[config.mk]
export PLATFORM = sky130hd
export DESIGN_NAME = scd_ctrl
export DESIGN_NICKNAME = d
export VERILOG_FILES = /design/src/scd_pkg.sv /design/src/scd_ctrl.sv
export SDC_FILE = /design/constraint.sdc
export NUM_CORES = 1
export LEC_CHECK = 0
export BUFFER_PORTS_ARGS = -buffer_cell sky130_fd_sc_hd__buf_2
export CAP_MARGIN = 20
export CELL_PAD_IN_SITES_DETAIL_PLACEMENT = 2
export CELL_PAD_IN_SITES_GLOBAL_PLACEMENT = 2
export CORE_MARGIN = 4
export CORE_UTILIZATION = 20
export CTS_BUF_LIST = sky130_fd_sc_hd__clkbuf_4 sky130_fd_sc_hd__clkbuf_8 sky130_fd_sc_hd__clkbuf_16
export CTS_CLUSTER_SIZE = 30
export DETAILED_ROUTE_END_ITERATION = 6
export PLACE_DENSITY = 0.73
export REMOVE_ABC_BUFFERS = 1
export SLEW_MARGIN = 20
export SYNTH_ARGS = -nofsm -noshare
export SYNTH_HDL_FRONTEND = slang
export SYNTH_SLANG_ARGS = --single-unit
[constraint.sdc]
create_clock -name clk -period 1 [get_ports clk]
set_input_delay 0.2 -clock clk [delete_from_list [all_inputs] [get_ports clk]]
set_output_delay 0.2 -clock clk [all_outputs]
set_load 0.02 [all_outputs]
[src/scd_pkg.sv]
// Shared types, constants and the sine table builder for the stereo chorus delay.
`timescale 1ns / 1ps
package scd_pkg;

    typedef enum logic [3:0] {
        S_CLEAR,
        S_IDLE,
        S_WRITE,
        S_ROM,
        S_MOD,
        S_POS,
        S_RDA,
        S_RDB,
        S_INT1,
        S_INT2,
        S_MIX1,
        S_MIX2,
        S_MIX3,
        S_DONE
    } state_t;

    typedef enum logic [1:0] {
        REG_LFO_STEP   = 2'd0,
        REG_MOD_DEPTH  = 2'd1,
        REG_BASE_DELAY = 2'd2,
        REG_WET_MIX    = 2'd3
    } reg_idx_t;

    // controller -> datapath
    typedef struct packed {
        logic clr_en;
        logic capture;
        logic wr_en;
        logic rom_en;
        logic mod_en;
        logic pos_en;
        logic rdb_en;
        logic int1_en;
        logic int2_en;
        logic mix1_en;
        logic mix2_en;
        logic mix3_en;
        logic out_load;
        logic commit;
        logic ch;
    } dp_cmd_t;

    // datapath -> controller
    typedef struct packed {
        logic clr_last;
        logic out_free;
    } dp_sts_t;

    localparam logic [31:0] LFO_STEP_RST   = 32'd65840;
    localparam logic [16:0] MOD_DEPTH_RST  = 17'd17710;
    localparam logic [19:0] BASE_DELAY_RST = 20'd149424;
    localparam logic [16:0] WET_MIX_RST    = 17'd32896;

    localparam logic [16:0] WET_FULL      = 17'd65536;
    localparam logic [31:0] QUARTER_PHASE = 32'h4000_0000;
    localparam logic [16:0] ONE_SAMPLE    = 17'd65536;
    localparam logic [15:0] ROUND_HALF    = 16'd32768;

    // Q30 product, truncated toward zero
    function automatic longint mul_q30(input longint a, input longint b);
        longint p;
        p = a * b;
        if (p >= 0)
            return p >>> 30;
        return -((-p) >>> 30);
    endfunction

    // 9th-order odd sine polynomial, x in Q30 of a quarter turn, result Q16 clamped
    function automatic int sine_poly(input longint x);
        longint x2;
        longint acc;
        longint v;
        x2  = mul_q30(x, x);
        acc = 64'sd172272;
        acc = -64'sd5026995 + mul_q30(acc, x2);
        acc = 64'sd85569306 + mul_q30(acc, x2);
        acc = -64'sd693598668 + mul_q30(acc, x2);
        acc = 64'sd1686629713 + mul_q30(acc, x2);
        acc = mul_q30(acc, x);
        v   = (acc + 64'sd8192) >>> 14;
        if (v < 0)
            v = 0;
        if (v > 65536)
            v = 65536;
        return int'(v);
    endfunction

endpackage

[src/scd_ctrl.sv]
// Sequencing state machine for the stereo chorus delay.
`timescale 1ns / 1ps
module scd_ctrl (
    input  logic             clk,
    input  logic             rst_n,
    input  logic             in_valid,
    output logic             in_stall,
    output scd_pkg::dp_cmd_t cmd,
    input  scd_pkg::dp_sts_t sts
);
    import scd_pkg::*;

    state_t state_reg, state_next;
    logic   ch_reg, ch_next;

    always_ff @(posedge clk or negedge rst_n)
    begin
        if (!rst_n)
        begin
            state_reg <= S_CLEAR;
            ch_reg    <= 1'b0;
        end
        else
        begin
            state_reg <= state_next;
            ch_reg    <= ch_next;
        end
    end

    always_comb
    begin
        state_next = state_reg;
        ch_next    = ch_reg;
        unique case (state_reg)
            S_CLEAR: if (sts.clr_last) state_next = S_IDLE;
            S_IDLE:  if (in_valid) state_next = S_WRITE;
            S_WRITE:
            begin
                ch_next    = 1'b0;
                state_next = S_ROM;
            end
            S_ROM:  state_next = S_MOD;
            S_MOD:  state_next = S_POS;
            S_POS:  state_next = S_RDA;
            S_RDA:  state_next = S_RDB;
            S_RDB:  state_next = S_INT1;
            S_INT1: state_next = S_INT2;
            S_INT2: state_next = S_MIX1;
            S_MIX1: state_next = S_MIX2;
            S_MIX2: state_next = S_MIX3;
            S_MIX3:
            begin
                if (ch_reg)
                    state_next = S_DONE;
                else
                begin
                    ch_next    = 1'b1;
                    state_next = S_ROM;
                end
            end
            S_DONE: if (sts.out_free) state_next = S_IDLE;
            default: state_next = S_CLEAR;
        endcase
    end

    always_comb
    begin
        cmd      = '0;
        cmd.ch   = ch_reg;
        in_stall = (state_reg != S_IDLE);
        unique case (state_reg)
            S_CLEAR: cmd.clr_en  = 1'b1;
            S_IDLE:  cmd.capture = in_valid;
            S_WRITE: cmd.wr_en   = 1'b1;
            S_ROM:   cmd.rom_en  = 1'b1;
            S_MOD:   cmd.mod_en  = 1'b1;
            S_POS:   cmd.pos_en  = 1'b1;
            S_RDA:   cmd.ch      = ch_reg;
            S_RDB:   cmd.rdb_en  = 1'b1;
            S_INT1:  cmd.int1_en = 1'b1;
            S_INT2:  cmd.int2_en = 1'b1;
            S_MIX1:  cmd.mix1_en = 1'b1;
            S_MIX2:  cmd.mix2_en = 1'b1;
            S_MIX3:  cmd.mix3_en = 1'b1;
            S_DONE:
            begin
                cmd.out_load = sts.out_free;
                cmd.commit   = sts.out_free;
            end
            default: cmd.clr_en = 1'b0;
        endcase
    end

    a_no_reclear: assert property (@(posedge clk) disable iff (!rst_n)
        state_reg != S_CLEAR |=> state_reg != S_CLEAR)
        else $error("clearing pass restarted");
    a_load_free: assert property (@(posedge clk) disable iff (!rst_n)
        cmd.out_load |-> sts.out_free)
        else $error("result loaded over a waiting result");
    a_capture_write: assert property (@(posedge clk) disable iff (!rst_n)
        cmd.capture |=> state_reg == S_WRITE)
        else $error("captured item not written");

endmodule

==> out/qor.csv, run 1 <==
stage,metric,value,unit
critical_path,path_class,register to primary output,
finish,area_delta_synth_final,175,%
synth,synth_top_area_share,29.7,%
timing,hold_viol_final,0,
floorplanning,die_x,53.9,um
global_routing,grt_most_used_layer,met2,
run_status,status,finished with violations,
floorplanning,num_rows,16,
route,viasPerCell,4.96,
placement,gp_congestion,0.736,
finish,fin_cells,136,
floorplanning,boundaryPins,21,
critical_path,crit_fanout,6,
global_routing,grt_max_degree,8,
global_routing,grt_pass1_vias,747,
timing,drv_slew,0,
timing,rsz0062_at_grt,true,
global_routing,grt_overflow,0,
timing,hold_slack,0.285,ns
synth,synth_cell_types,25,
timing,slew-limit-headroom,81.3,%
cts,max-clock-path-buffers,2,
global_routing,grt_pass1_wl,4050,um
global_routing,met1_usage,23.9,%
global_routing,antenna_found_initial,0,
timing,min_period,1.56,ns
synth,synth_area_leaders,"dfrtp_1, buf_4, nor3_1",
timing,setup_tns,-9.30,ns
finish,fillers,195,
flow_run,max-cap-violations,0,
route,wirelength,3200,um
synth,yosys_warnings,0,
finish,drive_gt1_share,84.4,%
cts,clock_latency,0.26,ns
synth,synth_area,422,um2
route,drtAntennaViolNets,0,
timing,finalCritPeriodShare,156,%
critical_path,worst_setup_path_start_kind,register,
route,vias,675,
synth,synth_common_cells,"nor2_1, nand2_1, buf_4, nor3_1, dfrtp_1",
floorplanning,coreArea,1980,um2
floorplanning,initial_core_util,21.3,%
power_and_ir_drop,finalPower,4.58,mW
floorplanning,fp.dieArea,2910,um2
route,firstDrtPassIters,2,
route,first_iter_violations,8,
finish,n_antenna_cell,0,
synth,syn_area_per_cell,7.53,um2
synth,ys_async_sr_fraction,100,%
synth,seq_area_frac_synth,29.7,%
cts,clk_pin_slew,0.06,ns
floorplanning,die_h,53.9,um
global_routing,met2_usage,37.7,%
critical_path,critPathArrivalTime,1.36,ns
finish,largest_reg_flops,4,
route,wl_per_cell,23.5,um
synth,ys_ff_latch,5,
synth,synthCells,56,
run_status,violations,negative setup slack,
timing,timing.fmax,641,MHz
timing,layout_setup_ws,-0.561,ns
cts,htree_levels,1,
timing,setup_violations,21,
power_and_ir_drop,irDropWorstVdd,2.11,mV
min_path,hold_class,input pin to async pin,
synth,synth_ff_type,dfrtp_1,
synth,synth_most_common_cell,nor2_1,
timing,tightest_slew,0.278,ns
power_and_ir_drop,p_per_area,3950,nW/um2
cts,cts_buffers,3,
global_routing,grt.met3_usage,3.88,%
power_and_ir_drop,power_leakage,0.514,nW
cts,cts_tree,done,
critical_path,worstPathRequired,0.80,ns
critical_path,cp-end-kind,primary output,
placement,io_buffers,20,
global_routing,grt_usage,20.5,%
cts,cts_root_buf,clkbuf_4,
finish,layout.nets,115,
route,drc,0,
synth,synth_top_area_cell,dfrtp_1,
synth,synth_edf_count,0,
cts,cts_sinks,5,
placement,dp.cells,111,
timing,skew,0.0103,ns
placement,dpl.hpwl,1290,um
==> layout by cell type (no fill, tap or decap), types with 2 or more instances in the layout <==
| cell type | n |
|---|---|
| nand2_1 | 4 |
| buf_2 | 4 |
| nor2_1 | 2 |
| buf_6 | 20 |
| nor2_2 | 2 |
| nand2_4 | 3 |
| nor3_4 | 2 |
| buf_4 | 29 |
| nor4_4 | 2 |
| dfrtp_2 | 5 |
| clkbuf_4 | 3 |
| nor3_2 | 3 |
| nor2_4 | 4 |
==> critical path, cell delays in order, from the launching register on <==
cell,delay (ns)
dfrtp_2,0.44
or2b_4,0.34
nor2_2,0.17
buf_6,0.14
==> path summary, 6_finish.rpt <==
kind,start,to,slack [ns],depth (start not counted)
setup / recovery,state_reg[0],cmd[6],-0.56,3
hold / removal,rst_n,state_reg[2],0.28,2
setup reg to reg,state_reg[2],state_reg[1],-0.44,5
hold reg to reg,ch_reg,ch_reg,0.63,2
max in group asynchronous,rst_n,ch_reg,0.55,2
min in group clk,sts[0],state_reg[2],0.37,3
==> per-stage QoR <==
step | area, um2 | util (%) | worst slack, ns
floorplan | 365 | - | -0.532
global placement | 624 | 31.5 | -0.323
detailed placement | 624 | 31.5 | -0.353
CTS | 967 | 48.8 | -0.479
global route | 1160 | 58.5 | -0.596
finish | 1160 | 58.5 | -0.561
==> final cells by class <==
cell class	instances	area (um2)	share of cell area, %
Clock inverter	1	5.00	0.432
Clock buffer	3	22.5	1.94
Tap cell	27	33.8	2.91
Sequential cell	5	131	11.3
Inverter	1	3.75	0.324
Timing Repair Buffer	56	508	43.8
Multi-Input combinational cell	43	455	39.3
==> report_power, final <==
group | switching [mW] | leakage [nW] | internal [mW]
Combinational | 1.84 | 0.444 | 1.87
Clock | 0.110 | 0.0177 | 0.146
Sequential | 0.280 | 0.0527 | 0.327
Total | 2.23 | 0.514 | 2.35
==> metal layers <==
metal | routed length [um] | vias to the layer above
li1 | - | 303
met1 | 1240 | 339
met2 | 1720 | 25
met3 | 128 | 8
met4 | 117 | 0
met5 | 0 | -
==> logic make-up after synthesis <==
logic type | after synthesis | share of synthesized area [%]
AOI/OAI and AO/OA | 11 | 18.1
buffers and inverters | 8 | 14.2
DFF | 5 | 29.7
and+or+nand+nor | 32 | 38.0
==> repair_timing <==
item,4_1_cts,5_1_grt
endpoints found under the setup margin,21,21
endpoints found under the hold margin,5,0
resized for setup,58,34
setup buffers,15,5
pin swaps,13,7
hold buffers,1,0
Power figures use the tool's default switching activity.
==> run 2: changes to the inputs <==
--- a/config.mk
+++ b/config.mk
@@ -11,10 +11,9 @@
 export CELL_PAD_IN_SITES_GLOBAL_PLACEMENT = 2
 export CORE_MARGIN = 4
 export CORE_UTILIZATION = 20
-export CTS_BUF_LIST = sky130_fd_sc_hd__clkbuf_4 sky130_fd_sc_hd__clkbuf_8 sky130_fd_sc_hd__clkbuf_16
 export CTS_CLUSTER_SIZE = 30
 export DETAILED_ROUTE_END_ITERATION = 6
-export PLACE_DENSITY = 0.73
+export PLACE_DENSITY_LB_ADDON = 0.05
 export REMOVE_ABC_BUFFERS = 1
 export SLEW_MARGIN = 20
 export SYNTH_ARGS = -nofsm -noshare
==> constraint.sdc (replaced) <==
create_clock -name clk -period 1 [get_ports clk]
set_input_delay 0.2 -clock clk [delete_from_list [all_inputs] [get_ports clk]]
set_output_delay 0.2 -clock clk [all_outputs]
set_load 0.005 [all_outputs]
==> run 2 against run 1 <==
Compared with the run above: the run still ends with negative setup slack left; cell count down 5.1%; routed wire length down 33%; combinational power down 34%; first-iteration DRC count down 63%; fmax up 7.3%; clock power down 7.8%; worst hold slack better by 0.039 ns; sequential power down 6.4%; sequential share of layout area up 2.8 points; utilization down 12 points; critical endpoint is now cmd[14]; largest cell class unchanged; highest routed layer unchanged.
==> out/qor.csv, run 2 (synthesis gave the netlist of run 1 again) <==
stage,metric,value,unit
cts,htree_levels,1,
global_routing,grt_pass1_vias,621,
route,wl_per_cell,16.7,um
finish,area_delta_synth_final,119,%
global_routing,antenna_found_initial,0,
timing,rsz0062_at_grt,true,
finish,final_cell_mix,"buf_4, buf_2, buf_6",
floorplanning,initial_core_util,21.3,%
finish,layout_commonest_cell,buf_4,
power_and_ir_drop,p_per_area,3540,nW/um2
route,wirelength,2160,um
cts,cts_buffers,3,
flow_run,max-cap-violations,0,
floorplanning,coreArea,1980,um2
min_path,hold_class,input pin to async pin,
cts,cts_root_buf,clkbuf_4,
timing,tightest_slew,0.258,ns
timing,min_period,1.45,ns
cts,clock_latency,0.25,ns
critical_path,critPathArrivalTime,1.25,ns
critical_path,worstPathRequired,0.80,ns
cts,cts_sinks,5,
power_and_ir_drop,finalPower,3.27,mW
placement,dp.cells,108,
timing,hold_viol_final,0,
floorplanning,fp.dieArea,2910,um2
critical_path,crit_fanout,8,
global_routing,grt_max_degree,9,
timing,slew-limit-headroom,82.7,%
floorplanning,num_rows,16,
route,drc,0,
cts,max-clock-path-buffers,2,
finish,fin_cells,129,
floorplanning,die_h,53.9,um
cts,clk_pin_slew,0.05,ns
run_status,status,finished with violations,
timing,drv_slew,0,
power_and_ir_drop,power_leakage,0.440,nW
timing,layout_setup_ws,-0.455,ns
placement,placed_area,589,um2
route,vias,606,
timing,skew,0.00581,ns
power_and_ir_drop,irDropWorstVdd,1.40,mV
timing,setup_tns,-7.17,ns
run_status,violations,negative setup slack,
timing,hold_slack,0.323,ns
cts,cts_tree,done,
finish,largest_reg_flops,4,
finish,fillers,222,
global_routing,grt_pass1_wl,3150,um
floorplanning,boundaryPins,21,
critical_path,worst_setup_path_start_kind,register,
floorplanning,die_x,53.9,um
route,viasPerCell,4.70,
placement,io_buffers,20,
timing,timing.fmax,688,MHz
timing,setup_violations,21,
finish,drive_gt1_share,77.5,%
critical_path,path_class,register to primary output,
critical_path,cp-end-kind,primary output,
placement,gp_congestion,0.714,
route,drtAntennaViolNets,0,
placement,dpl.hpwl,1270,um
finish,stdcell_area,922,um2
finish,layout.nets,108,
global_routing,grt_overflow,0,
global_routing,grt_usage,15.2,%
timing,finalCritPeriodShare,145,%
route,firstDrtPassIters,4,
finish,n_antenna_cell,0,
route,first_iter_violations,3,
## run 2: path summary, 6_finish.rpt
path	start	endpoint	slack (ns)	cells past startpoint
worst max-delay path	state_reg[1]	cmd[14]	-0.45	3
worst min-delay path	rst_n	state_reg[2]	0.32	2
worst max register to register	state_reg[2]	state_reg[0]	-0.37	5
min in group clk	sts[0]	state_reg[2]	0.34	3
max in group asynchronous	rst_n	state_reg[1]	0.52	2
worst min register to register	state_reg[1]	ch_reg	0.75	3
## run 2: power breakdown
part / internal [mW] / switching, mW / total [mW] / leakage (nW)
clock: 0.151 / 0.0853 / 0.236 / 0.0150
sequential: 0.324 / 0.243 / 0.567 / 0.0531
combinational: 1.39 / 1.07 / 2.46 / 0.372
## run 2: timing repair
item,CTS,global route
pin swaps,5,6
endpoints found under the setup margin,21,21
resized for setup,28,18
buffers inserted,5,12
hold endpoints to repair,5,0
hold buffers,1,0
## run 2: per-layer routing
layer | track usage [%] | vias to the layer above | share of wire, %
li1 | - | 287 | -
met1 | 18.9 | 296 | 39
met2 | 26.8 | 21 | 56
met3 | 1.11 | 2 | 3.8
met4 | 6.38 | 0 | 0.88
met5 | 0 | - | 0
## run 2: final cells by class
cell class                      instances  area (um2)  share of cell area, %
Inverter                                1        3.75                  0.407
Sequential cell                         5         130                   14.1
Tap cell                               27        33.8                   3.66
Clock buffer                            4        26.3                   2.85
Multi-Input combinational cell         43         353                   38.3
Timing Repair Buffer                   49         375                   40.7
## run 2: metrics by stage
step,setup WS (ns),utilization [%]
2_1_floorplan,-0.167,-
3_3_place_gp,-0.268,29.7
3_5_place_dp,-0.322,29.7
4_1_cts,-0.462,38.1
5_1_grt,-0.498,46.5
6_report,-0.455,46.5
## run 2: critical path, stage by stage (launching register included)
cell and delay [ns]:
dfrtp_2 0.46, buf_4 0.16, nor4_2 0.23, buf_2 0.16
